File: src/rtl/swtsd_pkg.sv
// Shared types, constants and functions of the scratchpad temperature decoder.
package swtsd_pkg;

  localparam int CHANNELS = 4;
  localparam int CH_IDX_W = (CHANNELS > 1) ? $clog2(CHANNELS) : 1;

  typedef logic [3:0] cnt_t;
  typedef logic [3:0] pos_t;

  typedef enum logic [1:0] {
    ACT_PRESENCE_FAIL = 2'd0,
    ACT_SCRATCH_BYTE  = 2'd1,
    ACT_DISCOVER      = 2'd2
  } act_e;

  typedef struct packed {
    logic [1:0] action;
    logic [1:0] channel;
    logic [7:0] data_byte;
  } in_item_t;

  typedef struct packed {
    logic [1:0]          channel_out;
    logic signed [15:0]  temperature;
    logic                temp_valid;
    logic                crc_error;
    logic                presence_error;
    cnt_t                error_total;
  } out_item_t;

  localparam cnt_t SAT_LIMIT       = 4'd10;
  localparam cnt_t MIN_GOOD_RESET  = 4'd3;

  localparam pos_t POS_TEMP_LSB    = 4'd0;
  localparam pos_t POS_TEMP_MSB    = 4'd1;
  localparam pos_t POS_CONFIG      = 4'd4;
  localparam pos_t POS_COUNT_REM   = 4'd6;
  localparam pos_t POS_COUNT_PER_C = 4'd7;
  localparam pos_t POS_CRC         = 4'd8;

  localparam logic [7:0] FAM_COARSE   = 8'h10;
  localparam logic [7:0] FAM_NATIVE_A = 8'h28;
  localparam logic [7:0] FAM_NATIVE_B = 8'h22;

  localparam logic [7:0]  CRC_POLY       = 8'h8C;
  localparam logic [7:0]  COUNT_PER_C_NOM = 8'h10;
  localparam logic [15:0] COARSE_MASK    = 16'hFFF0;
  localparam logic [15:0] COUNT_BIAS     = 16'd12;

  localparam logic [1:0] RES_9_BIT  = 2'b00;
  localparam logic [1:0] RES_10_BIT = 2'b01;
  localparam logic [1:0] RES_11_BIT = 2'b10;

  function automatic logic [7:0] crc_update(input logic [7:0] crc, input logic [7:0] b);
    logic [7:0] c;
    c = crc ^ b;
    for (int k = 0; k < 8; k++) begin
      c = c[0] ? ((c >> 1) ^ CRC_POLY) : (c >> 1);
    end
    return c;
  endfunction

  function automatic cnt_t sat_inc(input cnt_t c);
    return (c < SAT_LIMIT) ? c + 4'd1 : SAT_LIMIT;
  endfunction

endpackage

File: src/rtl/single_wire_temp_scratchpad_decoder_top.sv
// Top level of the scratchpad temperature decoder: handshakes, input and result registers.
// An item is registered on acceptance; its result is registered as it leaves the input
// register. One item is accepted every cycle while results are taken; the per-channel state
// update and the decode are combinational between input register and result register.
// Reset clears channel state and counters, not stored bytes; sets good-read threshold to 3.
module single_wire_temp_scratchpad_decoder_top (
  input  logic                 clk_i,
  input  logic                 rst_ni,
  input  logic                 in_valid_i,
  output logic                 in_stall_o,
  input  swtsd_pkg::in_item_t  in_item_i,
  output logic                 out_valid_o,
  input  logic                 out_stall_i,
  output swtsd_pkg::out_item_t out_item_o,
  input  logic                 cfg_we_i,
  input  swtsd_pkg::cnt_t      cfg_wdata_i
);
  import swtsd_pkg::*;

  logic      s1_valid_q;
  in_item_t  s1_item_q;
  logic      out_valid_q;
  out_item_t out_item_q;
  cnt_t      min_good_q;

  logic      has_result;
  out_item_t result;
  logic      out_free;
  logic      s1_go;
  logic      in_accept;

  assign out_free   = !out_valid_q || !out_stall_i;
  assign s1_go      = s1_valid_q && (!has_result || out_free);
  assign in_stall_o = s1_valid_q && !s1_go;
  assign in_accept  = in_valid_i && !in_stall_o;

  swtsd_core u_core (
    .clk_i        (clk_i),
    .rst_ni       (rst_ni),
    .go_i         (s1_go),
    .item_i       (s1_item_q),
    .min_good_i   (min_good_q),
    .has_result_o (has_result),
    .result_o     (result)
  );

  always_ff @(posedge clk_i or negedge rst_ni) begin
    if (!rst_ni) begin
      s1_valid_q  <= 1'b0;
      out_valid_q <= 1'b0;
      min_good_q  <= MIN_GOOD_RESET;
    end else begin
      if (cfg_we_i) begin
        min_good_q <= cfg_wdata_i;
      end
      if (in_accept) begin
        s1_valid_q <= 1'b1;
      end else if (s1_go) begin
        s1_valid_q <= 1'b0;
      end
      if (s1_go && has_result) begin
        out_valid_q <= 1'b1;
      end else if (!out_stall_i) begin
        out_valid_q <= 1'b0;
      end
    end
  end

  always_ff @(posedge clk_i) begin
    if (in_accept) begin
      s1_item_q <= in_item_i;
    end
    if (s1_go && has_result) begin
      out_item_q <= result;
    end
  end

  assign out_valid_o = out_valid_q;
  assign out_item_o  = out_item_q;

  a_stall_needs_item: assert property (@(posedge clk_i) disable iff (!rst_ni)
    in_stall_o |-> s1_valid_q)
    else $error("input stalled with an empty input stage");

  a_presence_clean: assert property (@(posedge clk_i) disable iff (!rst_ni)
    (out_valid_q && out_item_q.presence_error) |->
      (!out_item_q.temp_valid && !out_item_q.crc_error && out_item_q.temperature == 16'sd0))
    else $error("presence failure item carries a reading or CRC flag");

  a_crc_err_clean: assert property (@(posedge clk_i) disable iff (!rst_ni)
    (out_valid_q && out_item_q.crc_error) |->
      (!out_item_q.temp_valid && out_item_q.error_total != 4'd0))
    else $error("CRC error item marked valid or with zero error count");

  a_valid_no_errors: assert property (@(posedge clk_i) disable iff (!rst_ni)
    (out_valid_q && out_item_q.temp_valid) |-> (out_item_q.error_total == 4'd0))
    else $error("valid reading reported with a nonzero error count");

  a_err_saturates: assert property (@(posedge clk_i) disable iff (!rst_ni)
    out_valid_q |-> (out_item_q.error_total <= SAT_LIMIT))
    else $error("error count beyond its saturation limit");

endmodule

File: src/rtl/swtsd_decode.sv
// Conversion of stored scratchpad bytes into a reading in sixteenths of a degree.
module swtsd_decode (
  input  logic               coarse_i,
  input  logic [7:0]         temp_lsb_i,
  input  logic [7:0]         temp_msb_i,
  input  logic [1:0]         res_cfg_i,
  input  logic [7:0]         count_rem_i,
  input  logic [7:0]         count_per_c_i,
  output logic signed [15:0] temperature_o
);
  import swtsd_pkg::*;

  logic [15:0] raw;
  logic [15:0] shifted;
  logic [15:0] result;

  always_comb begin
    raw     = {temp_msb_i, temp_lsb_i};
    shifted = raw << 3;
    result  = raw;
    if (coarse_i) begin
      result = shifted;
      if (count_per_c_i == COUNT_PER_C_NOM) begin
        result = (shifted & COARSE_MASK) + COUNT_BIAS - {8'h00, count_rem_i};
      end
    end else begin
      unique case (res_cfg_i)
        RES_9_BIT:  result = raw & 16'hFFF8;
        RES_10_BIT: result = raw & 16'hFFFC;
        RES_11_BIT: result = raw & 16'hFFFE;
        default:    result = raw;
      endcase
    end
    temperature_o = signed'(result);
  end

endmodule

File: src/rtl/swtsd_core.sv
// Per-channel state, CRC check, counters and result formation for one item.
module swtsd_core (
  input  logic                  clk_i,
  input  logic                  rst_ni,
  input  logic                  go_i,
  input  swtsd_pkg::in_item_t   item_i,
  input  swtsd_pkg::cnt_t       min_good_i,
  output logic                  has_result_o,
  output swtsd_pkg::out_item_t  result_o
);
  import swtsd_pkg::*;

  pos_t       pos_q   [CHANNELS];
  logic [7:0] crc_q   [CHANNELS];
  cnt_t       good_q  [CHANNELS];
  cnt_t       err_q   [CHANNELS];
  logic       en_q    [CHANNELS];
  logic       coarse_q[CHANNELS];

  logic [7:0] lsb_q   [CHANNELS];
  logic [7:0] msb_q   [CHANNELS];
  logic [1:0] cfg_q   [CHANNELS];
  logic [7:0] rem_q   [CHANNELS];
  logic [7:0] perc_q  [CHANNELS];

  logic [CH_IDX_W-1:0] ch_idx;
  logic                ch_ok;
  pos_t                cur_pos;
  pos_t                pos_d;
  logic [7:0]          crc_d;
  cnt_t                good_d;
  cnt_t                err_d;
  logic                en_d;
  logic                coarse_d;
  logic                upd;
  logic                wr_byte;
  logic signed [15:0]  dec_temp;

  assign ch_idx = item_i.channel[CH_IDX_W-1:0];
  assign ch_ok  = 32'(item_i.channel) < CHANNELS;

  swtsd_decode u_decode (
    .coarse_i      (coarse_q[ch_idx]),
    .temp_lsb_i    (lsb_q[ch_idx]),
    .temp_msb_i    (msb_q[ch_idx]),
    .res_cfg_i     (cfg_q[ch_idx]),
    .count_rem_i   (rem_q[ch_idx]),
    .count_per_c_i (perc_q[ch_idx]),
    .temperature_o (dec_temp)
  );

  always_comb begin
    cur_pos = pos_q[ch_idx];
    if (cur_pos > POS_CRC) begin
      cur_pos = '0;
    end
    pos_d        = cur_pos;
    crc_d        = crc_q[ch_idx];
    good_d       = good_q[ch_idx];
    err_d        = err_q[ch_idx];
    en_d         = en_q[ch_idx];
    coarse_d     = coarse_q[ch_idx];
    upd          = 1'b0;
    wr_byte      = 1'b0;
    has_result_o = 1'b0;
    result_o     = '0;
    result_o.channel_out = item_i.channel;
    if (ch_ok) begin
      unique case (act_e'(item_i.action))
        ACT_PRESENCE_FAIL: begin
          upd          = 1'b1;
          en_d         = 1'b0;
          err_d        = sat_inc(err_q[ch_idx]);
          good_d       = '0;
          pos_d        = '0;
          crc_d        = '0;
          has_result_o = 1'b1;
          result_o.presence_error = 1'b1;
          result_o.error_total    = err_d;
        end
        ACT_DISCOVER: begin
          upd    = 1'b1;
          good_d = '0;
          pos_d  = '0;
          crc_d  = '0;
          if (item_i.data_byte == FAM_COARSE || item_i.data_byte == FAM_NATIVE_A ||
              item_i.data_byte == FAM_NATIVE_B) begin
            coarse_d = (item_i.data_byte == FAM_COARSE);
            en_d     = 1'b1;
            err_d    = '0;
          end else begin
            en_d = 1'b0;
          end
        end
        ACT_SCRATCH_BYTE: begin
          upd     = 1'b1;
          wr_byte = 1'b1;
          if (cur_pos != POS_CRC) begin
            crc_d = crc_update(crc_q[ch_idx], item_i.data_byte);
            pos_d = cur_pos + 4'd1;
          end else begin
            pos_d        = '0;
            crc_d        = '0;
            has_result_o = 1'b1;
            if (crc_q[ch_idx] != item_i.data_byte) begin
              good_d = '0;
              err_d  = sat_inc(err_q[ch_idx]);
              result_o.crc_error = 1'b1;
            end else begin
              good_d = sat_inc(good_q[ch_idx]);
              err_d  = '0;
              result_o.temperature = dec_temp;
              result_o.temp_valid  = en_q[ch_idx] && (good_d >= min_good_i);
            end
            result_o.error_total = err_d;
          end
        end
        default: begin
        end
      endcase
    end
  end

  always_ff @(posedge clk_i or negedge rst_ni) begin
    if (!rst_ni) begin
      for (int i = 0; i < CHANNELS; i++) begin
        pos_q[i]    <= '0;
        crc_q[i]    <= '0;
        good_q[i]   <= '0;
        err_q[i]    <= '0;
        en_q[i]     <= 1'b0;
        coarse_q[i] <= 1'b0;
      end
    end else if (go_i && upd) begin
      pos_q[ch_idx]    <= pos_d;
      crc_q[ch_idx]    <= crc_d;
      good_q[ch_idx]   <= good_d;
      err_q[ch_idx]    <= err_d;
      en_q[ch_idx]     <= en_d;
      coarse_q[ch_idx] <= coarse_d;
    end
  end

  always_ff @(posedge clk_i) begin
    if (go_i && wr_byte) begin
      unique case (cur_pos)
        POS_TEMP_LSB:    lsb_q[ch_idx]  <= item_i.data_byte;
        POS_TEMP_MSB:    msb_q[ch_idx]  <= item_i.data_byte;
        POS_CONFIG:      cfg_q[ch_idx]  <= item_i.data_byte[6:5];
        POS_COUNT_REM:   rem_q[ch_idx]  <= item_i.data_byte;
        POS_COUNT_PER_C: perc_q[ch_idx] <= item_i.data_byte;
        default: begin
        end
      endcase
    end
  end

endmodule

File: config.mk
export PLATFORM = sky130hd
export DESIGN_NAME = single_wire_temp_scratchpad_decoder_top
export DESIGN_NICKNAME = d
export VERILOG_FILES = /design/src/rtl/swtsd_pkg.sv /design/src/rtl/single_wire_temp_scratchpad_decoder_top.sv /design/src/rtl/swtsd_decode.sv /design/src/rtl/swtsd_core.sv
export SDC_FILE = /design/constraint.sdc
export NUM_CORES = 1
export LEC_CHECK = 0
export ABC_AREA = 1
export BUFFER_PORTS_ARGS = -buffer_cell sky130_fd_sc_hd__buf_2
export CORE_UTILIZATION = 40
export CTS_BUF_LIST = sky130_fd_sc_hd__clkbuf_4 sky130_fd_sc_hd__clkbuf_8
export DETAILED_ROUTE_END_ITERATION = 10
export GPL_ROUTABILITY_DRIVEN = 0
export PLACE_DENSITY_LB_ADDON = 0.25
export SYNTH_ARGS = -nofsm -noshare
export SYNTH_HDL_FRONTEND = slang
export SYNTH_SLANG_ARGS = --single-unit
File: constraint.sdc
create_clock -name clk_i -period 5.3 [get_ports clk_i]
set_input_delay 1.59 -clock clk_i [delete_from_list [all_inputs] [get_ports clk_i]]
set_output_delay 1.59 -clock clk_i [all_outputs]
set_load 0.01 [all_outputs]
==> metrics.csv <==
stage;metric;value;unit
run_status;status;finished clean;
critical_path;Setup Crit Path Kind;flop to output port;
power_and_ir_drop;Tot Pwr;5.10;mW
sta;unrepaired setup endpoints after global routing;false;
place;Cell Area, Placed;13100;um2
yosys;most area-hungry cell type in the Yosys netlist;edfxtp_1;
routing;Routed wire per std cell;17.6;um
yosys;syn_nets;1362;
critical_path;Worst EP required;3.71;ns
sta;Fin. Hold Viols;0;
yosys;Synth area leaders;edfxtp_1, dfrtp_1, nand2_1;
global_route;gr ovfl total;0;
yosys;Distinct cells, synth;53;
sta;normalized max-slew margin;0.301;
finish;synthesis-to-finish area growth;11.5;%
job;Max-cap violations;0;
finish;Final #Nets;1422;
floorplanning;# rows;64;
yosys;Synth async-reset ratio;0.349;
yosys;Post-synth EDFFs;173;
sta;Worst Skew;0.0176;ns
power_and_ir_drop;leak pwr;6.25;nW
routing;average via count per standard cell;5.18;
power_and_ir_drop;power density over the cells;363;nW/um2
global_route;initial antenna violation count;0;
floorplanning;core area;30700;um2
floorplanning;Die W;179;um
global_route;largest net degree at the start of global routing;74;
sta;Final Cycle Share;0.926;
routing;first-pass detailed-route iteration total;8;
clock_tree;H-tree depth;2;
yosys;Post-Synthesis Cells;1326;
critical_path;CP endpoint kind;output port;
clock_tree;CTS tree;done;
yosys;top-count cell post-synth;nand2_1;
finish;layout cells sized above 1;0.124;
sta;max-slew violation count;0;
yosys;Yosys warnings;0;
critical_path;worst r2r src;s1_item_q[8];
global_route;all-layer global routing usage;0.208;
yosys;FF+latch count, synth;269;
sta;Tmin final;4.91;ns
floorplanning;full die area;32200;um2
critical_path;Critical Path Fanout Max;19;
finish;Storage cell area;7590;um2
clock_tree;clock tree sinks;269;
clock_tree;worst skew pair latency;0.57;ns
routing;DR vias;9420;
clock_tree;clock-pin slew on the worst setup and hold paths;0.06;ns
routing;initial DRC count;881;
clock_tree;hold buffer count at CTS;0;
sta;Final Setup Violations;0;
min_path;Hold WC Path Type;flop to flop;
yosys;sequential share of the synthesized area;0.603;
finish;Multi-input gate area;4310;um2
critical_path;Worst setup startpoint;s1_item_q[9];
clock_tree;root buf cell;clkbuf_8;
global_route;first-pass GRT wire length;51200;um
floorplanning;# IOs;48;
yosys;top-area cell type share of the netlist area;0.413;
routing;Antenna Nets Post-Route;0;
routing;# DRC;0;
sta;TNS Setup;0;ns
place;Port Buffer Count;47;
yosys;Syn Area/Cell;9.49;um2
clock_tree;post-CTS resize count;0;
clock_tree;CTS max path bufs;3;
critical_path;Critical Path AT;3.32;ns
finish;Fillers;3017;
finish;ant diodes;0;
routing;Routed WL;32000;um
finish;fin area;14000;um2
floorplanning;Starting Density;0.409;
global_route;number of global-route vias before repair;9354;
place;HPWL Detailed;21300;um
min_path;hold wc startpoint;u_core.pos_q[8];
yosys;mapped cell area;12600;um2
critical_path;Critical Path Source Type;flop;
sta;worst slew pin tran;1.05;ns
floorplanning;die height;179;um
power_and_ir_drop;peak supply drop;0.234;mV
yosys;top cells by count, synth;nand2_1, edfxtp_1, nand3_1;
sta;fmax;204;MHz
yosys;dominant synthesized flop cell;edfxtp_1;
clock_tree;TritonCTS buffer count;46;
[per-stage QoR]
step | setup WS [ns] | hold WS, ns | cells | util
2_1_floorplan | 1.73 | 0.449 | 1326 | -
3_3_place_gp | 0.860 | 0.462 | 1733 | 0.425
3_5_place_dp | 0.813 | 0.465 | 1733 | 0.425
4_1_cts | 0.198 | 0.481 | 1818 | 0.455
5_1_grt | 0.143 | 0.502 | 1819 | 0.456
6_report | 0.394 | 0.481 | 1819 | 0.456
[flip-flops by register name, indices dropped and copies added (netlist names), named ones only]
signal and cells:
s1_item_q 12, u_core.perc_q 32, u_core.crc_q 32, u_core.rem_q 32, u_core.pos_q 16, min_good_q 4
out_valid_o 1, u_core.en_q 4, out_item_o 25, u_core.cfg_q 8, u_core.lsb_q 32, u_core.good_q 16
u_core.msb_q 32, u_core.err_q 16, s1_valid_q 1, u_core.coarse_q 4
[cell families (layout without fill, tap and decap cells)]
family | Yosys count | count (layout) | synth area share
AND/OR/NAND/NOR | 741 | 741 | 0.250
flip-flops | 269 | 269 | 0.603
buffers and inverters | 142 | 239 | 0.0543
multiplexers | 1 | 1 | 0.000895
XOR/XNOR | 9 | 9 | 0.00626
adder cells (fa/ha/maj) | 15 | 15 | 0.0149
AO/OA/AOI/OAI | 149 | 149 | 0.0708
[final cells by class]
type                    count  share of cell area
multi-input cells         915               0.307
flip-flops and latches    269               0.541
well taps                 396              0.0353
repair buffers             55              0.0221
clock buffers              69              0.0606
inverters                  99              0.0276
clock inverters            16             0.00580
[critical path: stages (launching register included)]
cell and delay [ns]:
edfxtp_1 0.61, inv_4 0.13, nor2_8 0.34, inv_2 0.19, o21ai_2 0.16, nor2_2 0.08, nand2_1 0.15, ha_1 0.23
nand3_2 0.15, nand2_4 0.13, inv_1 0.06, nor2_2 0.12, nand3_1 0.19, inv_1 0.09, buf_2 0.12
[path summary, 6_finish.rpt]
check / to / slack, ns / depth (start not counted)
worst min-delay path: u_core.pos_q[8] / 0.48 / 2
worst min register to register: u_core.pos_q[8] / 0.48 / 2
worst max register to register: u_core.rem_q[1][3] / 1.42 / 13
min in group asynchronous: min_good_q[2] / 1.17 / 1
max in group asynchronous: u_core.good_q[5] / 3.25 / 2
worst max-delay path: in_stall_o / 0.39 / 14
[routing by layer]
| layer | up-vias | part of all wire | global-route usage |
|---|---|---|---|
| met5 | - | 0 | 0 |
| met4 | 0 | 0.019 | 0.0609 |
| met3 | 50 | 0.053 | 0.0316 |
| met2 | 283 | 0.47 | 0.345 |
| met1 | 4521 | 0.46 | 0.282 |
| li1 | 4566 | - | - |
[cells in the final DEF (no fill, tap or decap), types with 16 or more instances in the layout]
master	count
inv_1	88
nand3_1	93
o21ai_0	58
edfxtp_1	173
clkbuf_8	53
nor2_1	78
clkbuf_4	16
buf_2	46
dfrtp_1	92
a21oi_1	34
nand2_1	518
[report_power, final]
group	switching (mW)	leakage [nW]	total, mW	internal [mW]
clock	0.831	0.488	1.86	1.03
sequential	0.107	2.86	2.49	2.39
combinational	0.512	2.89	0.744	0.232
total	1.45	6.25	5.10	3.65
[timing repair]
action                                  CTS  global route
endpoints found under the setup margin    0             1
buffers inserted                          0             1
hold endpoints to repair                  0             0
(Power assumes the default switching activity.)
